===== src/design/adsr_pkg.sv =====
// Package for the ADSR envelope scaler: port words, pipeline lane type,
// envelope phase codes and configuration register indexes.
// No dependencies.
`timescale 1ns / 1ps
`default_nettype none

package adsr_pkg;

    // Input word: tick count and raw Q1.15 sample
    typedef struct packed {
        logic [31:0]        sample_time;
        logic signed [15:0] sample_value;
    } t_in_word;

    // Result word: shaped sample and the Q0.16 gain that produced it
    typedef struct packed {
        logic signed [14:0] shaped_sample;
        logic [15:0]        envelope_gain;
    } t_out_word;

    // Envelope phase selected for one sample
    typedef enum logic [2:0] {
        PH_ZERO,
        PH_ATTACK,
        PH_DECAY,
        PH_SUSTAIN,
        PH_RELEASE
    } t_phase;

    // Control that travels with each word through the datapath
    typedef struct packed {
        logic               valid;
        t_phase             phase;
        logic signed [15:0] sample;
    } t_lane;

    // Configuration register indexes
    localparam int unsigned CFG_INDEX_W = 3;
    typedef enum logic [CFG_INDEX_W-1:0] {
        REG_START_TIME     = 3'd0,
        REG_ATTACK_LENGTH  = 3'd1,
        REG_DECAY_LENGTH   = 3'd2,
        REG_RELEASE_LENGTH = 3'd3,
        REG_NOTE_DURATION  = 3'd4,
        REG_ATTACK_LEVEL   = 3'd5,
        REG_DECAY_DROP     = 3'd6
    } t_cfg_index;

    // Reset value of the attack level, cut to the level width where used
    localparam logic [31:0] RST_ATTACK_LEVEL = 32'd65535;

    // Output scale 16383 = 2^SCALE_SHIFT - 1; sample has SAMPLE_FRAC fraction bits
    localparam int unsigned SCALE_SHIFT = 14;
    localparam int unsigned SAMPLE_FRAC = 15;

endpackage

`default_nettype wire


===== src/design/adsr_scale.sv =====
// Back end: gain select from the quotient or held level, then sample * gain * 16383
// truncated toward zero, over three stages. Depends on adsr_pkg.
`timescale 1ns / 1ps
`default_nettype none

module adsr_scale #(
    parameter int unsigned TIME_WIDTH  = 32,
    parameter int unsigned LEVEL_WIDTH = 16
) (
    input  wire logic                   i_clk,
    input  wire logic                   i_rst_n,
    input  wire adsr_pkg::t_lane        i_lane,
    input  wire logic [LEVEL_WIDTH-1:0] i_q,
    input  wire logic [TIME_WIDTH-1:0]  i_r,
    input  wire logic [LEVEL_WIDTH-1:0] i_attack_level,
    input  wire logic [LEVEL_WIDTH-1:0] i_held,
    output logic                        o_valid,
    output adsr_pkg::t_out_word         o_result
);
    import adsr_pkg::*;

    localparam int unsigned LW  = LEVEL_WIDTH;
    localparam int unsigned MW  = LW + 16;
    localparam int unsigned PW  = MW + SCALE_SHIFT;
    localparam int unsigned SHR = LW + SAMPLE_FRAC;

    // Stage 1: gain; decay rounds the drop up and clamps at zero
    logic          n_rem_nz;
    logic [LW:0]   n_qc, n_dec_diff;
    logic [LW-1:0] n_gain;

    assign n_rem_nz   = i_r != '0;
    assign n_qc       = {1'b0, i_q} + (LW+1)'(n_rem_nz);
    assign n_dec_diff = {1'b0, i_attack_level} - n_qc;

    always_comb begin
        case (i_lane.phase)
            PH_ATTACK, PH_RELEASE: n_gain = i_q;
            PH_DECAY:              n_gain = n_dec_diff[LW] ? '0 : n_dec_diff[LW-1:0];
            PH_SUSTAIN:            n_gain = i_held;
            default:               n_gain = '0;
        endcase
    end

    logic               r_s1_vld;
    logic [LW-1:0]      r_s1_gain;
    logic signed [15:0] r_s1_sample;

    always_ff @(posedge i_clk) begin
        r_s1_gain   <= n_gain;
        r_s1_sample <= i_lane.sample;
        if (!i_rst_n) begin
            r_s1_vld <= 1'b0;
        end else begin
            r_s1_vld <= i_lane.valid;
        end
    end

    // Stage 2: gain * |sample|
    logic          n_neg;
    logic [15:0]   n_raw, n_mag;
    logic [MW-1:0] n_m;

    assign n_neg = r_s1_sample[15];
    assign n_raw = r_s1_sample;
    assign n_mag = n_neg ? (~n_raw + 16'd1) : n_raw;
    assign n_m   = MW'(r_s1_gain) * MW'(n_mag);

    logic          r_s2_vld, r_s2_neg;
    logic [MW-1:0] r_s2_m;
    logic [LW-1:0] r_s2_gain;

    always_ff @(posedge i_clk) begin
        r_s2_neg  <= n_neg;
        r_s2_m    <= n_m;
        r_s2_gain <= r_s1_gain;
        if (!i_rst_n) begin
            r_s2_vld <= 1'b0;
        end else begin
            r_s2_vld <= r_s1_vld;
        end
    end

    // Stage 3: times 16383 by shift and subtract, drop fraction, restore sign
    logic [PW-1:0] n_p;
    logic [14:0]   n_prod, n_shaped;

    assign n_p      = {r_s2_m, SCALE_SHIFT'(0)} - PW'(r_s2_m);
    assign n_prod   = 15'(n_p >> SHR);
    assign n_shaped = r_s2_neg ? (15'd0 - n_prod) : n_prod;

    logic      r_o_vld;
    t_out_word r_o;

    always_ff @(posedge i_clk) begin
        r_o.shaped_sample <= n_shaped;
        r_o.envelope_gain <= 16'(r_s2_gain);
        if (!i_rst_n) begin
            r_o_vld <= 1'b0;
        end else begin
            r_o_vld <= r_s2_vld;
        end
    end

    assign o_valid  = r_o_vld;
    assign o_result = r_o;

    // Zero gain must give a silent sample
    a_zero_gain_silent : assert property (@(posedge i_clk) disable iff (!i_rst_n)
        r_s2_vld && r_s2_gain == '0 |=> r_o_vld && r_o.shaped_sample == '0)
        else $error("nonzero output with zero gain");

    // A non-negative sample never turns negative
    a_sign_kept : assert property (@(posedge i_clk) disable iff (!i_rst_n)
        r_s2_vld && !r_s2_neg |=> !r_o.shaped_sample[14])
        else $error("sign flipped on positive sample");

endmodule

`default_nettype wire


===== config.mk =====
export PLATFORM = sky130hd
export DESIGN_NAME = adsr_scale
export DESIGN_NICKNAME = d
export VERILOG_FILES = /design/src/design/adsr_pkg.sv /design/src/design/adsr_scale.sv
export SDC_FILE = /design/constraint.sdc
export NUM_CORES = 1
export LEC_CHECK = 0
export BUFFER_PORTS_ARGS = -buffer_cell sky130_fd_sc_hd__buf_2
export CORE_ASPECT_RATIO = 2
export CORE_MARGIN = 2
export CORE_UTILIZATION = 50
export CTS_BUF_LIST = sky130_fd_sc_hd__clkbuf_4
export CTS_CLUSTER_DIAMETER = 30
export CTS_CLUSTER_SIZE = 20
export DETAILED_ROUTE_END_ITERATION = 6
export PLACE_DENSITY = 0.71
export SLEW_MARGIN = 0
export SYNTH_ARGS = -nofsm -noshare
export SYNTH_HDL_FRONTEND = slang
export SYNTH_SLANG_ARGS = --single-unit

===== constraint.sdc =====
create_clock -name i_clk -period 7.3 [get_ports i_clk]
set_input_delay 1.46 -clock i_clk [delete_from_list [all_inputs] [get_ports i_clk]]
set_output_delay 1.46 -clock i_clk [all_outputs]
set_load 0.005 [all_outputs]

* After elaboration in Yosys (flattened, before gate mapping)
Cells that the tools add are included.
** Word-level totals
- Bits of input ports :: 102
- Output and inout port bits :: 32
- Bits in registers :: 115
** Cells by class
- Multiply operators :: 1
- $add $sub $neg :: 5
- Multiplexer cells :: 4
- Bitwise operators :: 1
- Reduce and logical (&&, ||, !) cells :: 2
- Eq/ne operators :: 4
** Operators by type and width (count)
- $pmux W16 S3 :: 1
- $sub A46 B32 Y46 :: 1
- $mul A16 B16 Y32 :: 1
- $mux W16 :: 2
- $reduce_bool A32 Y1 :: 1
- $add A16 B1 Y17 :: 1
- $sub A16 B17 Y17 :: 1
- $add A16 B1 Y16 const B :: 1
- $not A16 Y16 :: 1
- $mux W15 :: 1
- $sub A1 B15 Y15 const A :: 1
- $eq A3 B2 Y1 const B :: 2
- $eq A3 B1 Y1 const B :: 1
- $eq A3 B3 Y1 const B :: 1
- $reduce_or A2 Y1 :: 1

* Longest topological paths before layout
- Depth after elaboration :: 5
- Depth in mapped cells :: 29
- Gate-level depth less buffers :: 28

* Least setup slack after synthesis
Ideal clock, no wire load.
- Path kind :: register to register
- Start :: register r_s1_sample[8] (netlist: n_raw[8])
- End :: register r_s2_m[30]
- Cell stages (with the launch flop) :: 22
- Clock period less this slack :: 6996 ps
- Setup time :: 72 ps
- Data arrival time :: 6924 ps
- Setup slack :: 304 ps
- Cell sequence :: dfxtp_1 > or4_1 > nor4_1 > nand2b_1 > nor4b_1 > clkbuf_1 > nand2_1 > fa_1 > fa_1 > fa_1 > fa_1 > fa_1 > fa_1 > inv_1 > ha_1 > a211oi_1 > nand2_1 > o311a_1 > o21ai_0 > a211oi_1 > a211oi_1 > xnor2_1
** Between the ends
- Word-level cells in the longest chain between the ends :: 4
** Ends and longest elaborated chain
- start: declaration :: line adsr_scale.sv:47 : logic signed [15:0] r_s1_sample;
- start signal: assignment :: line adsr_scale.sv:51 : r_s1_sample <= i_lane.sample;
- $not A16 Y16 :: line adsr_scale.sv:66 : assign n_mag = n_neg ? (~n_raw + 16'd1) : n_raw;
- $add A16 B1 Y16 :: line adsr_scale.sv:66
- $mux W16 * :: line adsr_scale.sv:66
- $mul A16 B16 Y32 * :: line adsr_scale.sv:67 : assign n_m = MW'(r_s1_gain) * MW'(n_mag);
- named net n_m[30] :: line adsr_scale.sv:62 : logic [MW-1:0] n_m;
- end signal: assignment :: line adsr_scale.sv:75 : r_s2_m <= n_m;
- end: declaration :: line adsr_scale.sv:70 : logic [MW-1:0] r_s2_m;
The timed path passes the listed nets; every way through them passes the cells marked *.
A chain may end at the register's enable or synchronous reset.

* Final worst setup path
- Start :: register r_s1_sample[3] (netlist: n_raw[3])
- End :: register r_s2_m[29]
The elaborated chain is that of the path after synthesis.

==> results.ini <==
[synth]
synthesis.area_um2=13900
synth_top_area_frac=0.283
syn_area_per_cell_um2=9.01
seq_area_frac_synth=0.166
synthCells=1540
yosysMostFrequentCell=inv_1
yosysWarnings=0
synth_nets=1992
synth_top_area_cell=fa_1
synth_commonest_cells=inv_1 (314), fa_1 (196), ha_1 (154), nand2_1 (153), dfxtp_1 (115)
synth_edf_count=0
synth_ff_type=dfxtp_1
async_flop_share=0
synth_area_leaders=fa_1 (28%), dfxtp_1 (17%), ha_1 (14%)
yosysUniqueCellTypes=73
ys_ff_latch=115

[global_routing]
grt_start_max_net_pins=19
grt_use_total=0.239
grt-ovfl-total=0
grt_pass1_wl_mm=54.2
grt_pass1_vias=11700
grt_antenna_before_repair=3

[place]
dp.cells=2015
hpwlAfterDp_mm=27.6
gp_congestion=0.887
post_dp_cell_area_um2=15100
io_buffers=133

[floorplan]
row_count=86
die_h_um=240
die_w_um=122
fp.dieArea_um2=29200
start_util=0.506
io_pins=134
fp.coreArea_um2=27400

[drt]
drc_errors=0
vias_per_cell=5.39
vias=11100
drt_iter0_drc=532
wl_per_cell_um=16.2
routed_wl_mm=33.3
ant_nets=0
dr.pass1.iters=5

[worst_setup_path]
crit_required_ns=7.77
crit_fanout=5
startpoint_type=register
crit_type=reg2reg
critical_path_arrival_ns=7.49
end_kind=register

[sta]
clock_skew_ns=0.0252
setup_viol=0
relSlewSlack=0.298
fmaxAchievable_mhz=142
drv_slew=0
worst_slew_pin_slew_ns=1.05
hold_ws_ns=0.308
period_needed_ns=7.02
rsz0062_at_grt=yes
hold_violations=0
fin_crit_sh=0.961

[clock_tree]
ctsHtreeMaxLevel=4
root_buffer=clkbuf_4
path_clk_slew_ns=0.12
cts_tree=yes
clock_latency_ns=0.59
cts-buffers-inserted=17
clkSinkCount=115
postCtsHoldBufs=0
clockBufferDepth=2

[final_layout]
final_area_um2=15700
area_growth_pct=13.0
fin_cells=2060
fillCellCount=2436
drive_above_1_share=0.154
final_nets=2145

[outcome]
status=finished clean

[min_path]
min_path_type=reg2reg

[power_and_ir_drop]
irDropWorstVdd_v=0.000248
power_uw=5290
p_per_area_nw_per_um2=337
p_leak_uw=0.00787

[run]
max_cap_viol_count=0

-- path summary, 6_finish.rpt --
kind / from / endpoint / slack (ns) / cells past startpoint
setup reg to reg: n_raw[3] / r_s2_m[29] / 0.28 / 25
hold reg to reg: r_s2_gain[6] / o_result[6] / 0.31 / 0
setup / recovery: n_raw[3] / r_s2_m[29] / 0.28 / 25
hold / removal: r_s2_gain[6] / o_result[6] / 0.31 / 0
-- flip-flops by register name, indices dropped and copies added, names as in the netlist --
register	count
n_raw	16
o_result	31
o_valid	1
r_s1_gain	16
r_s1_vld	1
r_s2_gain	16
r_s2_m	32
r_s2_neg	1
r_s2_vld	1
-- per-layer routing --
layer / part of all wire / vias to the layer above / routed length [µm] / GRT usage
met5: 0.00048 / - / 16 / 0
met4: 0.058 / 2 / 1920 / 0.150
met3: 0.041 / 141 / 1380 / 0.0369
met2: 0.56 / 377 / 18600 / 0.454
met1: 0.34 / 5397 / 11400 / 0.233
li1: - / 5186 / - / -
-- logic make-up after synthesis --
| logic type | count (synthesis) | share of synthesized area |
|---|---|---|
| AO/OA/AOI/OAI | 198 | 0.0994 |
| multiplexers | 2 | 0.00144 |
| XOR/XNOR | 71 | 0.0448 |
| adder cells (fa/ha/maj) | 350 | 0.422 |
| AND/OR/NAND/NOR | 445 | 0.168 |
| flip-flops | 115 | 0.166 |
| buffers and inverters | 359 | 0.0989 |
-- critical path: stages (launching register included) --
cell	delay [ns]
dfxtp_1	0.36
nor3_2	0.20
nand3_1	0.12
or2_4	0.30
o41ai_4	0.39
xnor2_2	0.20
buf_6	0.18
nand2_1	0.08
fa_1	0.54
inv_1	0.05
fa_1	0.47
fa_1	0.57
fa_1	0.45
fa_1	0.56
inv_1	0.06
fa_1	0.52
inv_1	0.07
ha_4	0.25
a21oi_2	0.17
o21ba_2	0.14
o21ai_0	0.10
or3_1	0.34
o211ai_1	0.30
nand2_1	0.15
mux2i_1	0.14
a221oi_1	0.22
-- layout by cell type (no fill, tap or decap), drive strengths merged, types with 4 or more instances in the layout --
cell type and instances:
inv 315, fa 196, buf 177, ha 154, nand2 153, dfxtp 115, and2 100, xnor2 55
o21ai 54, nor2b 44, a21oi 41, nor2 34, nand3 21, nand2b 20, nor4 19, clkbuf 18
nor3 18, a22oi 17, xor2 16, a211oi 14, a21o 11, o31ai 8, nand4 7, clkinv 7
o211ai 6, a311oi 6, o21a 5, o21bai 5, o41ai 5, or4 5, nand3b 4, bufinv 4
or2 4, and3 4
-- report_power, final --
part	switching, µW	leakage, µW	internal, µW
clock	253	0.000164	273
sequential	143	0.000961	814
combinational	2130	0.00675	1670
-- repair_timing --
| action | in CTS | in global routing |
|---|---|---|
| setup endpoints to repair | 0 | 11 |
| setup buffers | 0 | 10 |
| gates resized for setup | 0 | 33 |
-- per-stage QoR --
step | TNS, ns | utilization | setup slack [ns]
3_3_place_gp | 0 | 0.549 | 0.237
3_5_place_dp | 0 | 0.549 | 0.0572
6_report | 0 | 0.572 | 0.281
5_1_grt | -0.191 | 0.572 | -0.0571
2_1_floorplan | 0 | - | 0.304
4_1_cts | 0 | 0.561 | 0.0211
-- final cells by class --
class	count	area [µm²]	area share
repair buffers	178	1060	0.0673
flip-flops and latches	115	2310	0.147
clock buffers	18	135	0.00862
clock inverters	14	186	0.0119
inverters	315	1180	0.0754
multi-input cells	1066	10400	0.661
well taps	352	440	0.0281
diodes	2	5.00	0.000319
No activity file was read; power rests on OpenSTA's default activity.
