### config.mk
export PLATFORM = sky130hd
export DESIGN_NAME = adsr_phase
export DESIGN_NICKNAME = d
export VERILOG_FILES = /design/src/design/adsr_pkg.sv /design/src/design/adsr_phase.sv
export SDC_FILE = /design/constraint.sdc
export NUM_CORES = 1
export LEC_CHECK = 0
export ABC_CLOCK_PERIOD_IN_PS = 4500
export BUFFER_PORTS_ARGS = -buffer_cell sky130_fd_sc_hd__clkbuf_2
export CORE_UTILIZATION = 50
export DETAILED_ROUTE_END_ITERATION = 7
export PLACE_DENSITY = 0.7
export SLEW_MARGIN = 5
export SYNTH_ARGS = -nofsm -noshare
export SYNTH_HDL_FRONTEND = slang
export SYNTH_SLANG_ARGS = --single-unit
### constraint.sdc
create_clock -name i_clk -period 4.5 [get_ports i_clk]
set_clock_uncertainty 0.15 [all_clocks]
set_input_delay 0 -clock i_clk [delete_from_list [all_inputs] [get_ports i_clk]]
set_output_delay 0 -clock i_clk [all_outputs]
set_load 0.05 [all_outputs]
### src/design/adsr_pkg.sv
// Package for the ADSR envelope scaler: port words, pipeline lane type,
// envelope phase codes and configuration register indexes.
// No dependencies.
`timescale 1ns / 1ps
`default_nettype none

package adsr_pkg;

    // Input word: tick count and raw Q1.15 sample
    typedef struct packed {
        logic [31:0]        sample_time;
        logic signed [15:0] sample_value;
    } t_in_word;

    // Result word: shaped sample and the Q0.16 gain that produced it
    typedef struct packed {
        logic signed [14:0] shaped_sample;
        logic [15:0]        envelope_gain;
    } t_out_word;

    // Envelope phase selected for one sample
    typedef enum logic [2:0] {
        PH_ZERO,
        PH_ATTACK,
        PH_DECAY,
        PH_SUSTAIN,
        PH_RELEASE
    } t_phase;

    // Control that travels with each word through the datapath
    typedef struct packed {
        logic               valid;
        t_phase             phase;
        logic signed [15:0] sample;
    } t_lane;

    // Configuration register indexes
    localparam int unsigned CFG_INDEX_W = 3;
    typedef enum logic [CFG_INDEX_W-1:0] {
        REG_START_TIME     = 3'd0,
        REG_ATTACK_LENGTH  = 3'd1,
        REG_DECAY_LENGTH   = 3'd2,
        REG_RELEASE_LENGTH = 3'd3,
        REG_NOTE_DURATION  = 3'd4,
        REG_ATTACK_LEVEL   = 3'd5,
        REG_DECAY_DROP     = 3'd6
    } t_cfg_index;

    // Reset value of the attack level, cut to the level width where used
    localparam logic [31:0] RST_ATTACK_LEVEL = 32'd65535;

    // Output scale 16383 = 2^SCALE_SHIFT - 1; sample has SAMPLE_FRAC fraction bits
    localparam int unsigned SCALE_SHIFT = 14;
    localparam int unsigned SAMPLE_FRAC = 15;

endpackage

`default_nettype wire

### src/design/adsr_phase.sv
// Phase decode front end: locates the sample time within the envelope and
// sets up the multiply-divide operands. Depends on adsr_pkg.
`timescale 1ns / 1ps
`default_nettype none

module adsr_phase #(
    parameter int unsigned TIME_WIDTH  = 32,
    parameter int unsigned LEVEL_WIDTH = 16
) (
    input  wire logic                   i_clk,
    input  wire logic                   i_rst_n,
    input  wire logic                   i_valid,
    input  wire logic [TIME_WIDTH-1:0]  i_time,
    input  wire logic signed [15:0]     i_sample,
    input  wire logic [TIME_WIDTH-1:0]  i_start_time,
    input  wire logic [TIME_WIDTH-1:0]  i_attack_len,
    input  wire logic [TIME_WIDTH-1:0]  i_decay_len,
    input  wire logic [TIME_WIDTH-1:0]  i_release_len,
    input  wire logic [TIME_WIDTH-1:0]  i_duration,
    input  wire logic [LEVEL_WIDTH-1:0] i_attack_level,
    input  wire logic [LEVEL_WIDTH-1:0] i_decay_drop,
    output adsr_pkg::t_lane             o_lane,
    output logic [TIME_WIDTH-1:0]       o_a,
    output logic [TIME_WIDTH-1:0]       o_d,
    output logic [LEVEL_WIDTH-1:0]      o_b,
    output logic [LEVEL_WIDTH-1:0]      o_held
);
    import adsr_pkg::*;

    localparam int unsigned TW = TIME_WIDTH;
    localparam int unsigned LW = LEVEL_WIDTH;

    // Sustain length and held level, derived from config: sustain through r_sus1, r_sus2, r_sus3
    logic [TW-1:0] r_sus1, r_sus2, r_sus3;
    logic [TW-1:0] n_sus1, n_sus2, n_sus3;
    logic [LW-1:0] r_held, n_held;

    assign n_sus1 = (i_duration > i_attack_len) ? i_duration - i_attack_len : '0;
    assign n_sus2 = (r_sus1 > i_decay_len) ? r_sus1 - i_decay_len : '0;
    assign n_sus3 = (r_sus2 > i_release_len) ? r_sus2 - i_release_len : '0;
    assign n_held = (i_attack_level > i_decay_drop) ? i_attack_level - i_decay_drop : '0;

    always_ff @(posedge i_clk) begin
        if (!i_rst_n) begin
            r_sus1 <= '0;
            r_sus2 <= '0;
            r_sus3 <= '0;
            r_held <= LW'(RST_ATTACK_LEVEL);
        end else begin
            r_sus1 <= n_sus1;
            r_sus2 <= n_sus2;
            r_sus3 <= n_sus3;
            r_held <= n_held;
        end
    end

    // Stage 1: time since note start
    logic [TW:0]          n_p1_diff;
    logic                 r_p1_vld, r_p1_before;
    logic [TW-1:0]        r_p1_dt0;
    logic signed [15:0]   r_p1_sample;

    assign n_p1_diff = {1'b0, i_time} - {1'b0, i_start_time};

    always_ff @(posedge i_clk) begin
        r_p1_before <= n_p1_diff[TW];
        r_p1_dt0    <= n_p1_diff[TW-1:0];
        r_p1_sample <= i_sample;
        if (!i_rst_n) begin
            r_p1_vld <= 1'b0;
        end else begin
            r_p1_vld <= i_valid;
        end
    end

    // Stage 2: past the attack?
    logic [TW:0]          n_p2_diff;
    logic                 r_p2_vld, r_p2_before, r_p2_in_a;
    logic [TW-1:0]        r_p2_dt0, r_p2_dt1;
    logic signed [15:0]   r_p2_sample;

    assign n_p2_diff = {1'b0, r_p1_dt0} - {1'b0, i_attack_len};

    always_ff @(posedge i_clk) begin
        r_p2_before <= r_p1_before;
        r_p2_in_a   <= n_p2_diff[TW];
        r_p2_dt0    <= r_p1_dt0;
        r_p2_dt1    <= n_p2_diff[TW-1:0];
        r_p2_sample <= r_p1_sample;
        if (!i_rst_n) begin
            r_p2_vld <= 1'b0;
        end else begin
            r_p2_vld <= r_p1_vld;
        end
    end

    // Stage 3: past the decay?
    logic [TW:0]          n_p3_diff;
    logic                 r_p3_vld, r_p3_before, r_p3_in_a, r_p3_in_d;
    logic [TW-1:0]        r_p3_dt0, r_p3_dt1, r_p3_dt2;
    logic signed [15:0]   r_p3_sample;

    assign n_p3_diff = {1'b0, r_p2_dt1} - {1'b0, i_decay_len};

    always_ff @(posedge i_clk) begin
        r_p3_before <= r_p2_before;
        r_p3_in_a   <= r_p2_in_a;
        r_p3_in_d   <= n_p3_diff[TW];
        r_p3_dt0    <= r_p2_dt0;
        r_p3_dt1    <= r_p2_dt1;
        r_p3_dt2    <= n_p3_diff[TW-1:0];
        r_p3_sample <= r_p2_sample;
        if (!i_rst_n) begin
            r_p3_vld <= 1'b0;
        end else begin
            r_p3_vld <= r_p2_vld;
        end
    end

    // Stage 4: past the sustain?
    logic [TW:0]          n_p4_diff;
    logic                 r_p4_vld, r_p4_before, r_p4_in_a, r_p4_in_d, r_p4_in_s;
    logic [TW-1:0]        r_p4_dt0, r_p4_dt1, r_p4_dt3;
    logic signed [15:0]   r_p4_sample;

    assign n_p4_diff = {1'b0, r_p3_dt2} - {1'b0, r_sus3};

    always_ff @(posedge i_clk) begin
        r_p4_before <= r_p3_before;
        r_p4_in_a   <= r_p3_in_a;
        r_p4_in_d   <= r_p3_in_d;
        r_p4_in_s   <= n_p4_diff[TW];
        r_p4_dt0    <= r_p3_dt0;
        r_p4_dt1    <= r_p3_dt1;
        r_p4_dt3    <= n_p4_diff[TW-1:0];
        r_p4_sample <= r_p3_sample;
        if (!i_rst_n) begin
            r_p4_vld <= 1'b0;
        end else begin
            r_p4_vld <= r_p3_vld;
        end
    end

    // Stage 5: release remainder, then phase and operand select
    logic [TW:0]   n_p5_diff;
    logic          n_p5_in_r;
    t_phase        n_p5_phase;
    logic [TW-1:0] n_p5_a, n_p5_d;
    logic [LW-1:0] n_p5_b;

    assign n_p5_diff = {1'b0, i_release_len} - {1'b0, r_p4_dt3};
    assign n_p5_in_r = !n_p5_diff[TW] && (n_p5_diff[TW-1:0] != '0);

    always_comb begin
        n_p5_phase = PH_ZERO;
        n_p5_a     = '0;
        n_p5_b     = '0;
        n_p5_d     = '0;
        if (!r_p4_before) begin
            if (r_p4_in_a) begin
                n_p5_phase = PH_ATTACK;
                n_p5_a     = r_p4_dt0;
                n_p5_b     = i_attack_level;
                n_p5_d     = i_attack_len;
            end else if (r_p4_in_d) begin
                n_p5_phase = PH_DECAY;
                n_p5_a     = r_p4_dt1;
                n_p5_b     = i_decay_drop;
                n_p5_d     = i_decay_len;
            end else if (r_p4_in_s) begin
                n_p5_phase = PH_SUSTAIN;
            end else if (n_p5_in_r) begin
                n_p5_phase = PH_RELEASE;
                n_p5_a     = n_p5_diff[TW-1:0];
                n_p5_b     = r_held;
                n_p5_d     = i_release_len;
            end
        end
    end

    t_lane         r_p5_lane;
    logic [TW-1:0] r_p5_a, r_p5_d;
    logic [LW-1:0] r_p5_b;

    always_ff @(posedge i_clk) begin
        r_p5_lane.phase  <= n_p5_phase;
        r_p5_lane.sample <= r_p4_sample;
        r_p5_a           <= n_p5_a;
        r_p5_b           <= n_p5_b;
        r_p5_d           <= n_p5_d;
        if (!i_rst_n) begin
            r_p5_lane.valid <= 1'b0;
        end else begin
            r_p5_lane.valid <= r_p4_vld;
        end
    end

    assign o_lane = r_p5_lane;
    assign o_a    = r_p5_a;
    assign o_d    = r_p5_d;
    assign o_b    = r_p5_b;
    assign o_held = r_held;

    // Divide operands must keep the numerator below divisor * 2^LW
    a_attack_operands : assert property (@(posedge i_clk) disable iff (!i_rst_n)
        r_p5_lane.valid && r_p5_lane.phase == PH_ATTACK |-> r_p5_a < r_p5_d)
        else $error("attack offset not below attack length");

    a_release_operands : assert property (@(posedge i_clk) disable iff (!i_rst_n)
        r_p5_lane.valid && r_p5_lane.phase == PH_RELEASE
        |-> r_p5_a != '0 && r_p5_a <= r_p5_d)
        else $error("release remainder out of range");

endmodule

`default_nettype wire

* Word level (Yosys, flattened, before mapping)
Cells that the tools add are included.
Operators by class: reductions and logical operators 8, magnitude comparators 4, multiplexer cells 17, $add $sub $neg 9
Operators by type and width (number):
- $mux 32 | 8
- $sub 32x32->33 | 5
- $gt 32x32->1 | 3
- $sub 32x32->32 | 3
- $mux 16 | 5
- $reduce_bool 32->1 | 1
- $gt 16x16->1 | 1
- $sub 16x16->16 | 1
- $reduce_and 2->1 | 3
- $mux 2 | 2
- $reduce_or 4->1 | 1
- $mux 3 | 1
- $reduce_or 2->1 | 1
- $logic_and 1x1->1 | 1
- $logic_not 1->1 | 1
- $mux 1 | 1
Storage, ports and cells: logic and storage cells 77, output and inout port bits 116, register bits 578, input port bits 243

* Longest topological paths before layout
word-level depth 7, depth in mapped cells 16, mapped depth without buffers 14

* Worst setup path before layout
OpenSTA, ideal clock, no wires.
path type register -> register, start point reg r_p4_dt3[0], end point reg r_p5_lane, in the netlist o_lane[18], setup time 0.135 ns, setup slack 0.769 ns, data arrival time 3.446 ns, cell stages (with the launch flop) 16, period minus slack after synthesis 3.731 ns, data required time 4.215 ns, buffers on the path 2, cells stage by stage dfxtp_1 > ha_1 > inv_1 > fa_1 > a211oi_4 > nor2_1 > xor2_1 > nor4_1 > or3b_2 > nor4_1 > nand4b_1 > or4_1 > nor3_2 > buf_6 > buf_12 > nor4_1
Between the ends: word-level cells in the longest chain between the ends 4, elaborated cells between the ends (all ways) 5, classes of those cells 1 x add/sub; 1 x mux; 3 x reduce/logical
RTL lines:
- start, declared | line adsr_phase.sv:123 | logic [TW-1:0] r_p4_dt0, r_p4_dt1, r_p4_dt3;
- start signal, assigned | line adsr_phase.sv:135 | r_p4_dt3 <= n_p4_diff[TW-1:0];
- $sub 32x32->33 * | line adsr_phase.sv:151 | assign n_p5_diff = {1'b0, i_release_len} - {1'b0, r_p4_dt3};
- $reduce_bool 32->1 or $logic_not 1->1 (tied branches) | line adsr_phase.sv:152 | assign n_p5_in_r = !n_p5_diff[TW] && (n_p5_diff[TW-1:0] != '0);
- $logic_and 1x1->1 * | line adsr_phase.sv:152
- $mux 3 * | line adsr_phase.sv:172 | end else if (n_p5_in_r) begin
- end, declared | line adsr_phase.sv:181 | t_lane r_p5_lane;
Every way passes the cells marked *; elsewhere a longest branch is shown, timed or not. A chain may end at the register's enable or synchronous reset.

* Worst setup path in the final report
start point reg r_p4_dt3[0], end point reg r_p5_d[3], in the netlist o_d[3]
Between the ends: word-level cells in the longest chain between the ends 7, elaborated cells between the ends (all ways) 8, classes of those cells 1 x add/sub; 4 x mux; 3 x reduce/logical
RTL lines:
- $sub 32x32->33 * | line adsr_phase.sv:151
- $reduce_bool 32->1 or $logic_not 1->1 (tied branches) | line adsr_phase.sv:152
- $logic_and 1x1->1 * | line adsr_phase.sv:152
- $mux 32 * | line adsr_phase.sv:172
- $mux 32 * | line adsr_phase.sv:170 | end else if (r_p4_in_s) begin
- $mux 32 * | line adsr_phase.sv:165 | end else if (r_p4_in_d) begin
- $mux 32 * | line adsr_phase.sv:160 | if (r_p4_in_a) begin
- end signal, assigned | line adsr_phase.sv:190 | r_p5_d <= n_p5_d;
- end, declared | line adsr_phase.sv:182 | logic [TW-1:0] r_p5_a, r_p5_d;
Marked as above.

==> impl_metrics.py <==
metrics = {
    "pwr": {
        "power.density_nw_per_um2": 592,
        "leakagePower_nw": 17.6,
        "ir_worst_vdd_mv": 0.342,
    },
    "clock_network": {
        "cts_tree": "done",
        "ctsHtreeMaxLevel": 2,
        "post_cts_buffers": 0,
        "cts.sinks": 578,
        "path_clk_slew_ns": 0.07,
        "clock_path_buffers": 3,
        "root_buffer": "clkbuf_16",
        "clk_latency_ns": 0.64,
        "cts-buffers-inserted": 60,
    },
    "cells_and_area": {
        "regArea_um2": 11600,
        "nFillCells": 4366,
        "final_area_um2": 37500,
        "nets": 4503,
        "area_growth_pct": 32.7,
        "antenna_cells": 0,
        "fin_util": 0.676,
        "layout-drive-gt1-share": 0.138,
        "multi_input_area_um2": 15200,
        "final_common_cell": "dfxtp_1",
        "layout_common_cells": "dfxtp_1, dlygate4sd3_1, clkbuf_2",
    },
    "timing": {
        "finalCritPeriodShare": 0.971,
        "tns_ns": 0,
        "worst_slack_ns": 0.131,
        "slew_headroom": 0.242,
        "fin_crit_ns": 4.37,
        "slew_violations": 0,
        "setup_viol": 0,
        "worst_pin_slew_ns": 1.14,
        "hold_violations": 0,
        "rsz0062_at_grt": "no",
        "fmax_mhz": 229,
    },
    "global_routing": {
        "top_usage_layer": "met2",
        "grt_use_total": 0.315,
        "antenna_found_initial": 0,
        "grt_first_pass_wirelength_um": 141000,
        "grt_pass1_vias": 26164,
        "use_met3": 0.0464,
        "grt_overflow": 0,
        "use_met1": 0.414,
        "use_met2": 0.519,
        "grt_max_degree": 78,
    },
    "yosys": {
        "syn-cell-area_um2": 28300,
        "yosys_warnings": 0,
        "netlist_top_cells_area": "dfxtp_1, ha_1, inv_1",
        "synth_edf_count": 0,
        "synth_nets": 3705,
        "ys_ff_latch": 578,
        "synth_flop_cell": "dfxtp_1",
        "synth-seq-area-share": 0.409,
        "synth_cell_types": 78,
        "yosysTopAreaCell": "dfxtp_1",
        "synth_top_area_share": 0.409,
        "avgSynthCellArea_um2": 8.90,
        "syn-instance-count": 3180,
        "synthArstFlopShare": 0,
    },
    "place": {
        "pre_cts_ws_ns": 0.201,
        "dpl_cell_area_um2": 31000,
        "hpwl_um": 64600,
        "io_buffers": 358,
        "place.gp.congestion": 0.969,
    },
    "setup_path": {
        "arrival_ns": 4.70,
        "critPathCaptureType": "register",
        "critPathMaxFanout": 33,
        "cp-start-kind": "register",
        "worst_ep_required_time_ns": 4.83,
        "crit_type": "register to register",
    },
    "routing": {
        "ant_nets": 0,
        "drt-total-wl_um": 92500,
        "drc": 0,
        "vias_per_cell": 5.54,
        "wl_per_cell_um": 19.4,
        "initialDrtViolationCount": 2263,
        "vias": 26472,
        "first_pass_iters": 5,
    },
    "status": {
        "status": "finished, final reports clean",
    },
    "die": {
        "dieWidth_um": 240,
        "start_util": 0.510,
        "dieArea_um2": 57600,
        "chipHeight_um": 240,
        "io_pins": 359,
        "core_area_um2": 55500,
        "num_rows": 86,
    },
    "run": {
        "maxCapViolations": 0,
    },
    "worst_hold_path": {
        "hold_path.class": "primary input to register",
    },
}
## metrics by stage
step / power (mW) / hold slack [ns] / std cells
finish: 22.2 / 0.0736 / 4778
floorplan: 13.2 / -0.122 / 3180
CTS: 21.9 / 0.0325 / 4778
global route: 23.3 / 0.155 / 4778
global placement: 15.7 / -0.0470 / 4237
detailed placement: 15.7 / -0.0461 / 4237
## synthesized netlist by cell type, drive strengths merged (5+ instances only)
| library cell | instances |
|---|---|
| a2111oi | 10 |
| a211o | 9 |
| a211oi | 31 |
| a21boi | 12 |
| a21o | 134 |
| a21oi | 225 |
| a221oi | 32 |
| a31o | 8 |
| a31oi | 28 |
| a41oi | 11 |
| and2 | 16 |
| and3 | 28 |
| and4 | 5 |
| buf | 10 |
| clkbuf | 78 |
| dfxtp | 578 |
| fa | 9 |
| ha | 273 |
| inv | 319 |
| nand2 | 119 |
| nand2b | 32 |
| nand3 | 103 |
| nand4 | 26 |
| nor2 | 285 |
| nor2b | 30 |
| nor3 | 89 |
| nor3b | 6 |
| nor4 | 15 |
| o2111ai | 8 |
| o211a | 9 |
| o211ai | 13 |
| o21a | 49 |
| o21ai | 221 |
| o21bai | 29 |
| o311ai | 9 |
| o31a | 8 |
| o31ai | 23 |
| or2 | 9 |
| or3 | 23 |
| xnor2 | 136 |
| xor2 | 75 |
## power by group
| part | internal, mW | leakage [nW] | switching (mW) |
|---|---|---|---|
| Sequential | 6.49 | 4.83 | 0.675 |
| Combinational | 3.75 | 11.6 | 5.75 |
| Clock | 3.38 | 1.09 | 2.19 |
## kinds of logic (layout without fill, tap and decap cells)
| family | after synthesis | after routing | synth area share |
|---|---|---|---|
| AO/OA/AOI/OAI | 900 | 900 | 0.208 |
| AND/OR/NAND/NOR | 799 | 799 | 0.134 |
| flip-flops | 578 | 578 | 0.409 |
| buffers and inverters | 408 | 1258 | 0.0554 |
| adder cells (fa/ha/maj) | 282 | 282 | 0.127 |
| XOR/XNOR | 211 | 211 | 0.0653 |
| multiplexers | 2 | 2 | 0.000796 |
## repair_timing
action / CTS / global route
hold buffers: 427 / 0
hold endpoints to repair: 268 / 0
setup endpoints to repair: 0 / 19
resized for setup: 0 / 7
## path summary, 6_finish.rpt
kind / from / slack, ns / to / cells past startpoint
max: r_p4_dt3[0] / 0.13 / o_d[3] / 14
min reg2reg: r_p2_dt0[10] / 0.17 / r_p3_dt0[10] / 0
max reg2reg: r_p4_dt3[0] / 0.13 / o_d[3] / 14
min: i_start_time[4] / 0.07 / r_p1_dt0[8] / 7
## routing by layer
metal	share of wire	wire length, um	vias up
met1	0.43	39800	12305
li1	-	-	12778
met4	0.040	3680	0
met2	0.45	42000	1162
met3	0.076	7050	227
met5	0	0	-
## critical path: stages (launching register included)
cell	delay, ns
dfxtp_1	0.34
ha_1	0.15
inv_1	0.05
fa_1	0.44
a211oi_4	0.29
nor2_1	0.09
xor2_1	0.17
nor4_1	0.26
or3b_2	0.51
nor4_1	0.32
nand4b_1	0.17
or4_1	0.58
nor3_4	0.26
buf_12	0.27
o21ai_0	0.17
## layout make-up
type,count,share of cell area
Clock inverter,40,0.0157
Tap cell,748,0.0249
Clock buffer,74,0.0441
Inverter,320,0.0320
Timing Repair Buffer,824,0.170
Multi-Input combinational cell,2194,0.405
Sequential cell,578,0.308
Note: power is estimated with default switching activity, not from simulation.
