[src/design/adsr_pkg.sv]
// Package for the ADSR envelope scaler: port words, pipeline lane type,
// envelope phase codes and configuration register indexes.
// No dependencies.
`timescale 1ns / 1ps
`default_nettype none

package adsr_pkg;

    // Input word: tick count and raw Q1.15 sample
    typedef struct packed {
        logic [31:0]        sample_time;
        logic signed [15:0] sample_value;
    } t_in_word;

    // Result word: shaped sample and the Q0.16 gain that produced it
    typedef struct packed {
        logic signed [14:0] shaped_sample;
        logic [15:0]        envelope_gain;
    } t_out_word;

    // Envelope phase selected for one sample
    typedef enum logic [2:0] {
        PH_ZERO,
        PH_ATTACK,
        PH_DECAY,
        PH_SUSTAIN,
        PH_RELEASE
    } t_phase;

    // Control that travels with each word through the datapath
    typedef struct packed {
        logic               valid;
        t_phase             phase;
        logic signed [15:0] sample;
    } t_lane;

    // Configuration register indexes
    localparam int unsigned CFG_INDEX_W = 3;
    typedef enum logic [CFG_INDEX_W-1:0] {
        REG_START_TIME     = 3'd0,
        REG_ATTACK_LENGTH  = 3'd1,
        REG_DECAY_LENGTH   = 3'd2,
        REG_RELEASE_LENGTH = 3'd3,
        REG_NOTE_DURATION  = 3'd4,
        REG_ATTACK_LEVEL   = 3'd5,
        REG_DECAY_DROP     = 3'd6
    } t_cfg_index;

    // Reset value of the attack level, cut to the level width where used
    localparam logic [31:0] RST_ATTACK_LEVEL = 32'd65535;

    // Output scale 16383 = 2^SCALE_SHIFT - 1; sample has SAMPLE_FRAC fraction bits
    localparam int unsigned SCALE_SHIFT = 14;
    localparam int unsigned SAMPLE_FRAC = 15;

endpackage

`default_nettype wire

[src/design/adsr_div_stage.sv]
// One stage of the pipelined multiply-divide floor(a*b/d): takes one bit
// of b, MSB first, keeping remainder below d. Depends on adsr_pkg.
`timescale 1ns / 1ps
`default_nettype none

module adsr_div_stage #(
    parameter int unsigned TIME_WIDTH  = 32,
    parameter int unsigned LEVEL_WIDTH = 16
) (
    input  wire logic                   i_clk,
    input  wire logic                   i_rst_n,
    input  wire adsr_pkg::t_lane        i_lane,
    input  wire logic [TIME_WIDTH-1:0]  i_a,
    input  wire logic [TIME_WIDTH-1:0]  i_d,
    input  wire logic [LEVEL_WIDTH-1:0] i_b,
    input  wire logic [TIME_WIDTH-1:0]  i_r,
    input  wire logic [LEVEL_WIDTH-1:0] i_q,
    output adsr_pkg::t_lane             o_lane,
    output logic [TIME_WIDTH-1:0]       o_a,
    output logic [TIME_WIDTH-1:0]       o_d,
    output logic [LEVEL_WIDTH-1:0]      o_b,
    output logic [TIME_WIDTH-1:0]       o_r,
    output logic [LEVEL_WIDTH-1:0]      o_q
);
    import adsr_pkg::*;

    localparam int unsigned TW = TIME_WIDTH;
    localparam int unsigned LW = LEVEL_WIDTH;

    // Doubling: 2r mod d, quotient digit into the new LSB
    logic [TW-1:0] n_d_minus_r, n_r_dbl, n_d_minus_a, n_r;
    logic          n_dbl_ge, n_add_ge, n_bit;
    logic [LW-1:0] n_q_dbl, n_q, n_b;

    assign n_d_minus_r = i_d - i_r;
    assign n_dbl_ge    = i_r >= n_d_minus_r;
    assign n_r_dbl     = n_dbl_ge ? i_r - n_d_minus_r : i_r + i_r;
    assign n_q_dbl     = {i_q[LW-2:0], n_dbl_ge};

    // Conditional add of a mod d when this bit of b is set
    assign n_bit       = i_b[LW-1];
    assign n_d_minus_a = i_d - i_a;
    assign n_add_ge    = n_bit && (n_r_dbl >= n_d_minus_a);
    assign n_r         = !n_bit   ? n_r_dbl :
                         n_add_ge ? n_r_dbl - n_d_minus_a : n_r_dbl + i_a;
    assign n_q         = n_q_dbl + LW'(n_add_ge);
    assign n_b         = {i_b[LW-2:0], 1'b0};

    t_lane         r_lane;
    logic [TW-1:0] r_a, r_d, r_r;
    logic [LW-1:0] r_b, r_q;

    always_ff @(posedge i_clk) begin
        r_lane.phase  <= i_lane.phase;
        r_lane.sample <= i_lane.sample;
        r_a           <= i_a;
        r_d           <= i_d;
        r_b           <= n_b;
        r_r           <= n_r;
        r_q           <= n_q;
        if (!i_rst_n) begin
            r_lane.valid <= 1'b0;
        end else begin
            r_lane.valid <= i_lane.valid;
        end
    end

    assign o_lane = r_lane;
    assign o_a    = r_a;
    assign o_d    = r_d;
    assign o_b    = r_b;
    assign o_r    = r_r;
    assign o_q    = r_q;

    // Remainder stays reduced modulo the divisor in the dividing phases
    a_rem_reduced : assert property (@(posedge i_clk) disable iff (!i_rst_n)
        r_lane.valid && (r_lane.phase == PH_ATTACK || r_lane.phase == PH_DECAY ||
                         r_lane.phase == PH_RELEASE)
        |-> r_r < r_d)
        else $error("divider remainder not below divisor");

endmodule

`default_nettype wire

[config.mk]
export PLATFORM = sky130hd
export DESIGN_NAME = adsr_div_stage
export DESIGN_NICKNAME = d
export VERILOG_FILES = /design/src/design/adsr_pkg.sv /design/src/design/adsr_div_stage.sv
export SDC_FILE = /design/constraint.sdc
export NUM_CORES = 1
export LEC_CHECK = 0
export BUFFER_PORTS_ARGS = -buffer_cell sky130_fd_sc_hd__buf_2
export CORE_MARGIN = 2
export CORE_UTILIZATION = 45
export DETAILED_ROUTE_END_ITERATION = 10
export PLACE_DENSITY_LB_ADDON = 0.08
export SYNTH_ARGS = -nofsm -noshare
export SYNTH_HDL_FRONTEND = slang
export SYNTH_SLANG_ARGS = --single-unit
export TNS_END_PERCENT = 1
[constraint.sdc]
create_clock -name i_clk -period 8.85 [get_ports i_clk]
set_clock_uncertainty 0.1 [all_clocks]
set_input_delay 0.885 -clock i_clk [delete_from_list [all_inputs] [get_ports i_clk]]
set_output_delay 0.885 -clock i_clk [all_outputs]
set_load 0.005 [all_outputs]
# == Yosys cells after proc, flatten, opt, wreduce, memory -nomap -nowiden ==
# Cells that the tools add are included.
# word_totals
regBits,147
input_bits,150
out_inout_bits,148
elab_cells,21
# op_classes
n_addsub,7
order_cmp,2
muxes,3
reduce_logical,1
# ops
cell,n
$sub 32x32->32,4
$mux 32,3
$add 32x32->32,2
$ge 32x32->1,2
$add 16x1->16,1
$logic_and 1x1->1,1

# == Longest topological paths before layout ==
# Gate-level depths: netlist (run 1).
# depth
ltp_word,7
depth_mapped,45
ltp_nobuf,44

# == Worst setup path after synthesis (run 1) ==
# OpenSTA, ideal clock, no wires.
# synth_timing
path_type,input-to-reg
startpoint,input i_d[0]
endpoint,register r_q[12] (netlist: o_q[12])
setup_ps,72
arrival_ps,7918
required_ps,8678
slack_ps,761
cell_stages,39
path_buffers,2
path_cell_list,inv_1 ha_1 inv_1 fa_1 a21oi_1 o21ai_0 a21oi_1 o21bai_1 a21oi_1 o211ai_1 a31oi_1 nor2b_1 o21a_1 nor2_1 xor2_1 ha_1 clkbuf_1 nand4_1 [... 3 more ...] a211oi_4 clkbuf_1 a21oi_1 ha_1 nand4_1 o41ai_2 o311ai_2 o31ai_4 a211oi_2 o21bai_2 inv_2 nor2_1 ha_1 ha_1 nand2_1 or2_2 nor2_1 xor2_1
# synth_via
elab_chain_len,6
elab_cells_between_ends,8
cone_classes,add/sub: 4; order compare: 2; mux: 1; reduce/logical: 1
# synth_rtl
item,line_no,source
from (decl),adsr_div_stage.sv:14,"input wire logic [TIME_WIDTH-1:0] i_d,"
$sub 32x32->32,adsr_div_stage.sv:35,assign n_d_minus_r = i_d - i_r;
$sub 32x32->32 / $ge 32x32->1 (equally long branches),"adsr_div_stage.sv:37, adsr_div_stage.sv:36",
$mux 32,adsr_div_stage.sv:37,assign n_r_dbl = n_dbl_ge ? i_r - n_d_minus_r : i_r + i_r;
$ge 32x32->1,adsr_div_stage.sv:43,assign n_add_ge = n_bit && (n_r_dbl >= n_d_minus_a);
$logic_and 1x1->1,adsr_div_stage.sv:43,
$add 16x1->16 *,adsr_div_stage.sv:46,assign n_q = n_q_dbl + LW'(n_add_ge);
net n_q[12],adsr_div_stage.sv:33,"logic [LW-1:0] n_q_dbl, n_q, n_b;"
to (signal assigned),adsr_div_stage.sv:60,r_q <= n_q;
to (decl),adsr_div_stage.sv:51,"logic [LW-1:0] r_b, r_q;"
# Mark *: on every way through the listed nets, which the timed path passes. The rest lies on a longest branch.
# A chain may end at the register's enable or synchronous reset.

# == Worst setup path in the final report (run 1) ==
# Same ends and word-level chain as after synthesis.

==> results.tsv, run 1 <==
stage	metric	value	unit
die	Die Height	170.0	um
critical_path	CP Data Required Time	9.07	ns
drt	aggregate routed wire length	39.49	mm
cts	CTS tree	yes	
logic_synthesis	Post-synth EDFFs	0	
critical_path	critical path peak fanout	13	
timing	Rel. slew slack	62.67	%
logic_synthesis	sequential cell area fraction in the yosys report	23.74	%
cts	hold_buf cts	0	
drt	TritonRoute pass-1 iters	5	
cts	Post-CTS Setup Bufs	0	
critical_path	CP max stage delay	0.42	ns
worst_hold_path	Hold Path Class	input port to flop	
critical_path	Most common cell on crit path	ha_1	
status	status	completed	
logic_synthesis	YS warnings	0	
timing	RSZ-0062 raised after global routing	false	
place	dpl cells	2289	
cts	Post-CTS Resized	0	
global_route	first-pass GRT wire length	60.38	mm
critical_path	Worst setup SP type	input port	
critical_path	crit path capture type	flop	
critical_path	crit path max-delay cell type	fa_1	
place	Post-DP HPWL	32.95	mm
logic_synthesis	cell area after synthesis	12400	um2
cts	Clock Sinks	147	
timing	actual slew at the worst max-slew pin	0.5600	ns
logic_synthesis	synthesized flop and latch total	147	
finish	Synth-to-Final Area Change	27.34	%
timing	final setup vio count	0	
finish	final cell count without fillers	2321	
power	Design Power	0.004650	W
drt	DR vias	12610	
timing	Final Cycle Share	93.53	%
drt	Post-DRT Antenna Nets	0	
cts	CTS clk-pin slew, worst paths	0.07	ns
power	Comb pwr share	66.6	%
logic_synthesis	cell count after synthesis	1554	
logic_synthesis	Main synth FF type	dfxtp_1	
power	Sw Pwr	0.002035	W
logic_synthesis	Avg Cell Area, Syn	7.977	um2
power	Power Internal	0.002614	W
power	VDD IR max	0.0001465	V
critical_path	Critical Path AT	8.49	ns
timing	post-route setup TNS	0	ns
finish	FILL cells	2560	
place	gpl congestion	0.9554	
finish	commonest non-fill, non-tap cell in the layout	buf_2	
power	clock share of power	16.2	%
finish	most frequent cells in the layout	buf_2 (295), ha_1 (159), dfxtp_1 (147)	
finish	layout cell share with drive strength beyond 1	25.77	%
timing	fmax	0.1208	GHz
timing	Pins Over Slew Limit	0	
cts	clock root buffer	clkbuf_16	
power	static leakage	7.717	nW
global_route	number of global-route vias before repair	11700	
global_route	initial antenna violation count	1	
power	Flop pwr share	17.2	%
logic_synthesis	Async SR Flop Fraction	0	%
drt	initial DRC count	699	
timing	final count of hold timing violations	0	
die	DIE WIDTH	170.0	um
power	pwr dens	294.5	nW/um2
critical_path	Setup crit start	i_d[0]	
critical_path	CP endpoint	o_q[12]	
cts	H-tree depth	4	
power	switching fraction of total power	43.77	%
logic_synthesis	total nets after synthesis	1868	
global_route	Total Routing Usage GR	26.66	%
die	core area	27030	um2
flow_run	max-cap violations	0	
timing	Final Critical Period	8.277	ns
finish	nets@finish	2281	
cts	TritonCTS Buffers	17	
die	io pins	298	
die	die area	28890	um2
die	Starting Density	45.87	%
global_route	largest net degree at the start of global routing	56	
place	PortBufs	295	
cts	CTS max path bufs	2	
die	Core Rows	60	
global_route	GRT overflow	0	
drt	wire per inst	17.01	um
logic_synthesis	post-synthesis cell type count	91	
critical_path	crit path kind	input port to flop	
drt	vias per cell	5.431	
drt	detailed-route DRC error count	0	
-- synthesized netlist by cell type, drive strengths merged, types with 5 or more instances --
cell,n,share of area (%)
nor3b,5,0.30
a31oi,21,1.1
a211o,7,0.49
and2,13,0.66
buf,15,0.75
inv,115,3.5
o21ai,101,4.1
dfxtp,147,24
o2111ai,7,0.54
nand4,26,1.4
a21oi,148,6.1
a221oi,7,0.60
a21o,49,3.0
o21bai,25,1.5
xnor2,93,6.6
o31ai,5,0.45
and3,17,0.90
nor3,33,1.3
or3,13,0.66
clkbuf,24,0.90
nor2b,20,1.0
fa,5,0.81
o211ai,17,1.0
o311ai,5,0.41
nand3,42,1.7
or2,11,0.58
nand2b,27,1.4
xor2,51,3.6
o21a,27,1.6
nand2,117,3.5
ha,159,16
nor2,115,3.5
a31o,6,0.42
a211oi,24,1.6
-- routing by layer --
layer | global-route usage, % | up-vias | wire length, um
met3 | 3.093 | 39 | 2468
met5 | 0 | - | 0
met1 | 38.02 | 5677 | 19210
met2 | 42.48 | 465 | 17050
met4 | 7.284 | 0 | 763
li1 | - | 6424 | -
-- layout make-up --
class	count	area, um2	share of cell area [%]
antenna	1	2.502	0.01585
clock buffer	17	425.4	2.695
tap	341	426.7	2.703
timing repair buffer	433	2537	16.07
multi-input combinational	1253	8850	56.06
inverter	115	436.7	2.766
sequential	147	2943	18.64
clock inverter	14	165.2	1.046
-- sequential cells by signal (all words and copies together) (netlist names) --
signal / count
o_d: 32
o_b: 15
o_q: 16
o_a: 32
o_lane: 20
o_r: 32
-- logic make-up after synthesis --
| group | count (synthesis) | share of synthesized area (%) |
|---|---|---|
| AO/OA/AOI/OAI | 482 | 25.49 |
| XOR/XNOR | 144 | 10.17 |
| adder cells (fa/ha/maj) | 164 | 16.86 |
| buffers and inverters | 154 | 5.168 |
| flip-flops | 147 | 23.74 |
| multiplexers | 6 | 0.5147 |
| other | 1 | 0.03025 |
| AND/OR/NAND/NOR | 456 | 18.03 |
-- power by group through the flow --
stage / combinational [W] / clock (W) / sequential [W]
after detailed placement: 0.00304 / 0 / 0.000815
final: 0.00310 / 0.000754 / 0.000798
after CTS: 0.00306 / 0.000772 / 0.000800
after global placement: 0.00302 / 0 / 0.000811
after global routing: 0.00341 / 0.000794 / 0.000808
after floorplan: 0.00198 / 0 / 0.000832
-- stage by stage --
stage | area, um2 | setup slack (ns) | utilization, % | hold WS, ns
after floorplan | 12400 | 0.7607 | - | 0.8127
after CTS | 15760 | 0.5009 | 58.30 | 0.4302
after global placement | 15160 | 0.2109 | 56.11 | 0.8868
after detailed placement | 15160 | 0.09304 | 56.11 | 0.8886
final | 15790 | 0.5730 | 58.41 | 0.4437
after global routing | 15790 | 0.04011 | 58.41 | 0.4335
-- worst min-delay path by stage --
stage,cells past startpoint,end,start,slack [ns]
final,1,o_b[13],i_b[12],0.44
after global routing,1,o_b[15],i_b[14],0.43
after CTS,1,o_lane[11],i_lane[11],0.43
after detailed placement,1,o_b[13],i_b[12],0.89
after global placement,1,o_b[8],i_b[7],0.89
after floorplan,0,o_a[0],i_a[0],0.81
-- critical path, delay by kind of cell --
family	cells	cell delay [ns]
compound gates	18	3.59
xor+xnor	2	0.34
fa+ha+maj	7	1.86
buf+inv	10	0.99
simple gates	7	0.81
Note: power is estimated with default switching activity, not from simulation.
==> inputs of run 2 (changes only) <==
BUFFER_PORTS_ARGS = default   (was -buffer_cell sky130_fd_sc_hd__buf_2)
DONT_BUFFER_PORTS = 1   (was default)
==> results.tsv, run 2 (same netlist as run 1, synthesis figures left out) <==
stage	metric	value	unit	change
global_route	Total Routing Usage GR	26.00	%	-0.66 points
cts	CTS tree	yes		
cts	H-tree depth	4		unchanged
timing	Fin Hold WS	0.3618	ns	-0.08184 ns
finish	commonest non-fill, non-tap cell in the layout	ha_1		
timing	final count of hold timing violations	0		unchanged
global_route	first-pass GRT wire length	58.68	mm	-2.8%
finish	most frequent cells in the layout	ha_1 (159), dfxtp_1 (147), a21oi_1 (143)		
drt	max layer used	met4		
place	Post-DP HPWL	31.97	mm	-3.0%
power	switching fraction of total power	44.45	%	+0.67 points
worst_hold_path	Hold Path Class	input port to flop		
power	static leakage	6.546	nW	-15%
timing	Final Critical Period	8.350	ns	+0.07312 ns
timing	Rel. slew slack	55.17	%	-7.5 points
critical_path	crit path kind	input port to flop		
critical_path	CP Data Required Time	9.11	ns	+0.04 ns
die	DIE WIDTH	170.0	um	unchanged
place	dpl cells	1998		-13%
critical_path	CP endpoint	o_q[15]		
status	status	completed		
drt	detailed-route DRC error count	0		unchanged
critical_path	CP max stage delay	0.46	ns	+0.04 ns
drt	wire per inst	18.88	um	+11%
finish	layout cell share with drive strength beyond 1	12.91	%	-13 points
drt	met2 WL	16.80	mm	-1.5%
cts	clock root buffer	clkbuf_16		
drt	vias per cell	5.661		+4.2%
critical_path	Critical Path AT	8.61	ns	+0.12 ns
drt	DR vias	11500		-8.8%
flow_run	max-cap violations	0		unchanged
timing	Pins Over Slew Limit	0		unchanged
power	Comb pwr share	65.4	%	-1.2 points
drt	initial DRC count	734		+5.0%
global_route	initial antenna violation count	2		+1
critical_path	crit path max-delay cell type	fa_1		
finish	nets@finish	1990		-13%
cts	CTS clk-pin slew, worst paths	0.07	ns	about the same
finish	Synth-to-Final Area Change	15.09	%	
finish	final cell count without fillers	2031		-12%
place	placed cell area	13690	um2	-9.7%
drt	TritonRoute pass-1 iters	5		unchanged
die	core area	27030	um2	unchanged
power	Flop pwr share	18.9	%	+1.7 points
die	die area	28890	um2	unchanged
cts	Post-CTS Setup Bufs	0		unchanged
critical_path	Worst setup SP type	input port		
die	Starting Density	45.87	%	unchanged
finish	FILL cells	2612		+2.0%
global_route	GRT overflow	0		unchanged
cts	CTS max path bufs	2		unchanged
die	Die Height	170.0	um	unchanged
finish	Finished Cell Area	14270	um2	-9.6%
place	gpl congestion	0.9576		+0.23%
drt	met3 wire length	2.444	mm	-0.97%
power	VDD IR max	0.0001685	V	+15%
global_route	number of global-route vias before repair	10840		-7.4%
critical_path	Setup crit start	i_d[0]		
cts	Clock Sinks	147		unchanged
die	Core Rows	60		unchanged
global_route	largest net degree at the start of global routing	56		unchanged
power	Design Power	0.004452	W	-4.2%
timing	final setup vio count	0		unchanged
critical_path	critical path peak fanout	10		-3
drt	Post-DRT Antenna Nets	0		unchanged
worst_hold_path	min-delay src	i_a[4]		
power	Sw Pwr	0.001979	W	-2.8%
power	clock share of power	15.7	%	-0.5 points
power	Power Internal	0.002473	W	-5.4%
timing	Final Cycle Share	94.35	%	+0.83 points
critical_path	crit path capture type	flop		
timing	actual slew at the worst max-slew pin	0.6640	ns	+0.1040 ns
drt	met1 wire length	18.61	mm	-3.1%
power	pwr dens	312.1	nW/um2	+5.9%
drt	aggregate routed wire length	38.34	mm	-2.9%
die	io pins	298		unchanged
cts	TritonCTS Buffers	17		unchanged
place	PortBufs	0		-100%
timing	fmax	0.1198	GHz	-0.88%
run 2: changes by cell type in the layout (fill, tap and decap cells not counted), sizes merged:
| cell | previous run | this run |
|---|---|---|
| clkinvlp | 4 | 2 |
| buf | 433 | 142 |
| clkbuf | 17 | 18 |
| inv | 123 | 125 |
| clkinv | 0 | 2 |
| bufinv | 2 | 0 |
run 2: worst min path at each step:
stage	endpoint	slack, ns	depth (start not counted)
after CTS	o_lane[14]	0.36	0
after detailed placement	o_lane[11]	0.81	0
after global placement	o_b[8]	0.81	0
final	o_a[4]	0.36	0
after global routing	o_a[4]	0.35	0
after floorplan	o_a[0]	0.81	0
run 2: worst max-delay path: cells and delay by family:
kind	cells	cell delay (ns)
AND/OR/NAND/NOR	6	0.76
XOR/XNOR	2	0.32
buffers and inverters	7	0.71
adder cells (fa/ha/maj)	5	1.58
AO/OA/AOI/OAI	19	4.35
run 2: repair_timing:
item / CTS / global route
hold buffers: 0 / 0
endpoints found under the setup margin: 0 / 12
gates resized for setup: 0 / 4
run 2: power by group through the flow:
stage	clock network, W	registers, W	logic, W
floorplan	0	0.000832	0.00198
global placement	0	0.000857	0.00284
detailed placement	0	0.000858	0.00285
CTS	0.000716	0.000843	0.00288
global route	0.000746	0.000853	0.00322
finish	0.000701	0.000841	0.00291
run 2: area by class of cell:
cell class	instances	area, um2	area share (%)
well taps	341	426.7	2.990
clock inverters	14	130.1	0.9120
flip-flops and latches	147	2943	20.63
clock buffers	18	429.2	3.008
inverters	115	436.7	3.061
multi-input cells	1253	8833	61.91
diodes	1	2.502	0.01754
repair buffers	142	1066	7.472
run 2: through the flow:
step                setup WS [ns]  utilization [%]   TNS (ns)
floorplan                  0.7607                -          0
global placement           0.1357            50.67          0
detailed placement       0.003043            50.67          0
CTS                        0.3904            52.74          0
global route            -0.004444            52.78  -0.004927
finish                     0.4999            52.79          0
run 2: per-layer routing:
metal	vias to the layer above	track usage [%]
met1	5254	36.43
met4	0	5.648
li1	5829	-
met5	-	0
met3	36	4.442
met2	379	41.81
==> inputs of run 3 (changes only) <==
CTS_BUF_LIST = sky130_fd_sc_hd__clkbuf_16   (was default)
==> results.tsv, run 3 (same netlist as run 1, synthesis figures left out) <==
stage	metric	value	unit	change
power	VDD IR max	0.0001681	V	-0.21%
power	Power Internal	0.002472	W	about the same
critical_path	crit path kind	input port to flop		
timing	Rel. slew slack	54.82	%	-0.35 points
place	Post-DP HPWL	31.97	mm	unchanged
place	PortBufs	0		unchanged
die	io pins	298		unchanged
global_route	first-pass GRT wire length	58.68	mm	unchanged
die	Die Height	170.0	um	unchanged
finish	nets@finish	1990		unchanged
power	Comb pwr share	65.4	%	about the same
critical_path	CP Data Required Time	9.11	ns	about the same
drt	Post-DRT Antenna Nets	0		unchanged
cts	CTS clk-pin slew, worst paths	0.07	ns	about the same
power	switching fraction of total power	44.44	%	about the same
die	die area	28890	um2	unchanged
global_route	largest net degree at the start of global routing	56		unchanged
timing	Final Cycle Share	94.36	%	about the same
timing	final setup vio count	0		unchanged
timing	Fin Hold WS	0.3618	ns	+0.00002800 ns
finish	layout cell share with drive strength beyond 1	12.91	%	unchanged
critical_path	CP max stage delay	0.46	ns	about the same
worst_hold_path	Hold Path Class	input port to flop		
die	Core Rows	60		unchanged
power	clock share of power	15.7	%	about the same
place	placed cell area	13690	um2	unchanged
place	dpl cells	1998		unchanged
drt	wire per inst	18.86	um	about the same
timing	final worst slack	0.4991	ns	-0.0007680 ns
timing	Final Critical Period	8.351	ns	+0.0007680 ns
global_route	Total Routing Usage GR	26.00	%	unchanged
timing	final count of hold timing violations	0		unchanged
place	Post-Place Setup Slack	0.003043	ns	unchanged
cts	CTS max path bufs	2		unchanged
global_route	GRT overflow	0		unchanged
finish	final cell count without fillers	2031		unchanged
critical_path	crit path capture type	flop		
finish	commonest non-fill, non-tap cell in the layout	ha_1		
drt	aggregate routed wire length	38.31	mm	about the same
drt	detailed-route DRC error count	0		unchanged
cts	TritonCTS Buffers	17		unchanged
timing	Pins Over Slew Limit	0		unchanged
finish	most frequent cells in the layout	ha_1 (159), dfxtp_1 (147), a21oi_1 (143)		
die	DIE WIDTH	170.0	um	unchanged
global_route	initial antenna violation count	2		unchanged
status	status	completed		
flow_run	max-cap violations	0		unchanged
global_route	number of global-route vias before repair	10840		unchanged
finish	Finished Cell Area	14270	um2	unchanged
place	gpl congestion	0.9576		unchanged
finish	FILL cells	2612		unchanged
power	Sw Pwr	0.001978	W	about the same
critical_path	Worst setup SP type	input port		
critical_path	critical path peak fanout	10		unchanged
finish	Synth-to-Final Area Change	15.09	%	unchanged
power	Flop pwr share	18.9	%	about the same
drt	TritonRoute pass-1 iters	5		unchanged
critical_path	Critical Path AT	8.61	ns	about the same
cts	clock root buffer	clkbuf_16		
power	static leakage	6.551	nW	about the same
cts	Clock Sinks	147		unchanged
die	Starting Density	45.87	%	unchanged
cts	Post-CTS Setup Bufs	0		unchanged
critical_path	crit path max-delay cell type	fa_1		
die	core area	27030	um2	unchanged
worst_hold_path	worst hold stages	0		unchanged
cts	hold_buf cts	0		unchanged
cts	Post-CTS Resized	0		unchanged
timing	actual slew at the worst max-slew pin	0.6692	ns	+0.005175 ns
power	pwr dens	311.9	nW/um2	about the same
drt	vias per cell	5.654		-0.13%
drt	DR vias	11480		-0.13%
timing	fmax	0.1197	GHz	about the same
cts	CTS tree	yes		
drt	initial DRC count	734		unchanged
cts	H-tree depth	4		unchanged
run 3: power by group through the flow:
stage,logic (W),clock network [W],registers (W)
after floorplan,0.00198,0,0.000832
after global placement,0.00284,0,0.000857
after detailed placement,0.00285,0,0.000858
after CTS,0.00288,0.000715,0.000843
after global routing,0.00322,0.000745,0.000853
final,0.00291,0.000700,0.000841
run 3: cell type report:
type	instances	area [um2]	area share, %
Clock buffer	17	425.4	2.982
Timing Repair Buffer	142	1066	7.472
Inverter	115	436.7	3.061
Multi-Input combinational cell	1253	8833	61.91
Clock inverter	15	133.9	0.9383
Sequential cell	147	2943	20.63
Antenna cell	1	2.502	0.01754
Tap cell	341	426.7	2.990
run 3: critical path: cells and delay by family:
kind	cells	cell delay, ns
XOR/XNOR	2	0.32
adder cells (fa/ha/maj)	5	1.58
buffers and inverters	7	0.71
AO/OA/AOI/OAI	19	4.35
AND/OR/NAND/NOR	6	0.76
run 3: stage by stage:
step                      setup TNS (ns)  util [%]  power (W)
after floorplan                        0         -   0.002809
after global placement                 0     50.67   0.003695
after detailed placement               0     50.67   0.003710
after CTS                              0     52.74   0.004434
after global routing           -0.004927     52.78   0.004818
final                                  0     52.79   0.004450
run 3: final timing paths:
| path | slack [ns] | end | from |
|---|---|---|---|
| hold / removal | 0.36 | o_a[4] | i_a[4] |
| setup / recovery | 0.50 | o_q[15] | i_d[0] |
run 3: per-layer routing:
metal	track usage [%]	wire, um	vias to the layer above
li1	-	-	5830
met1	36.43	18630	5254
met5	0	0	-
met4	5.648	473	0
met3	4.442	2401	32
met2	41.81	16810	367
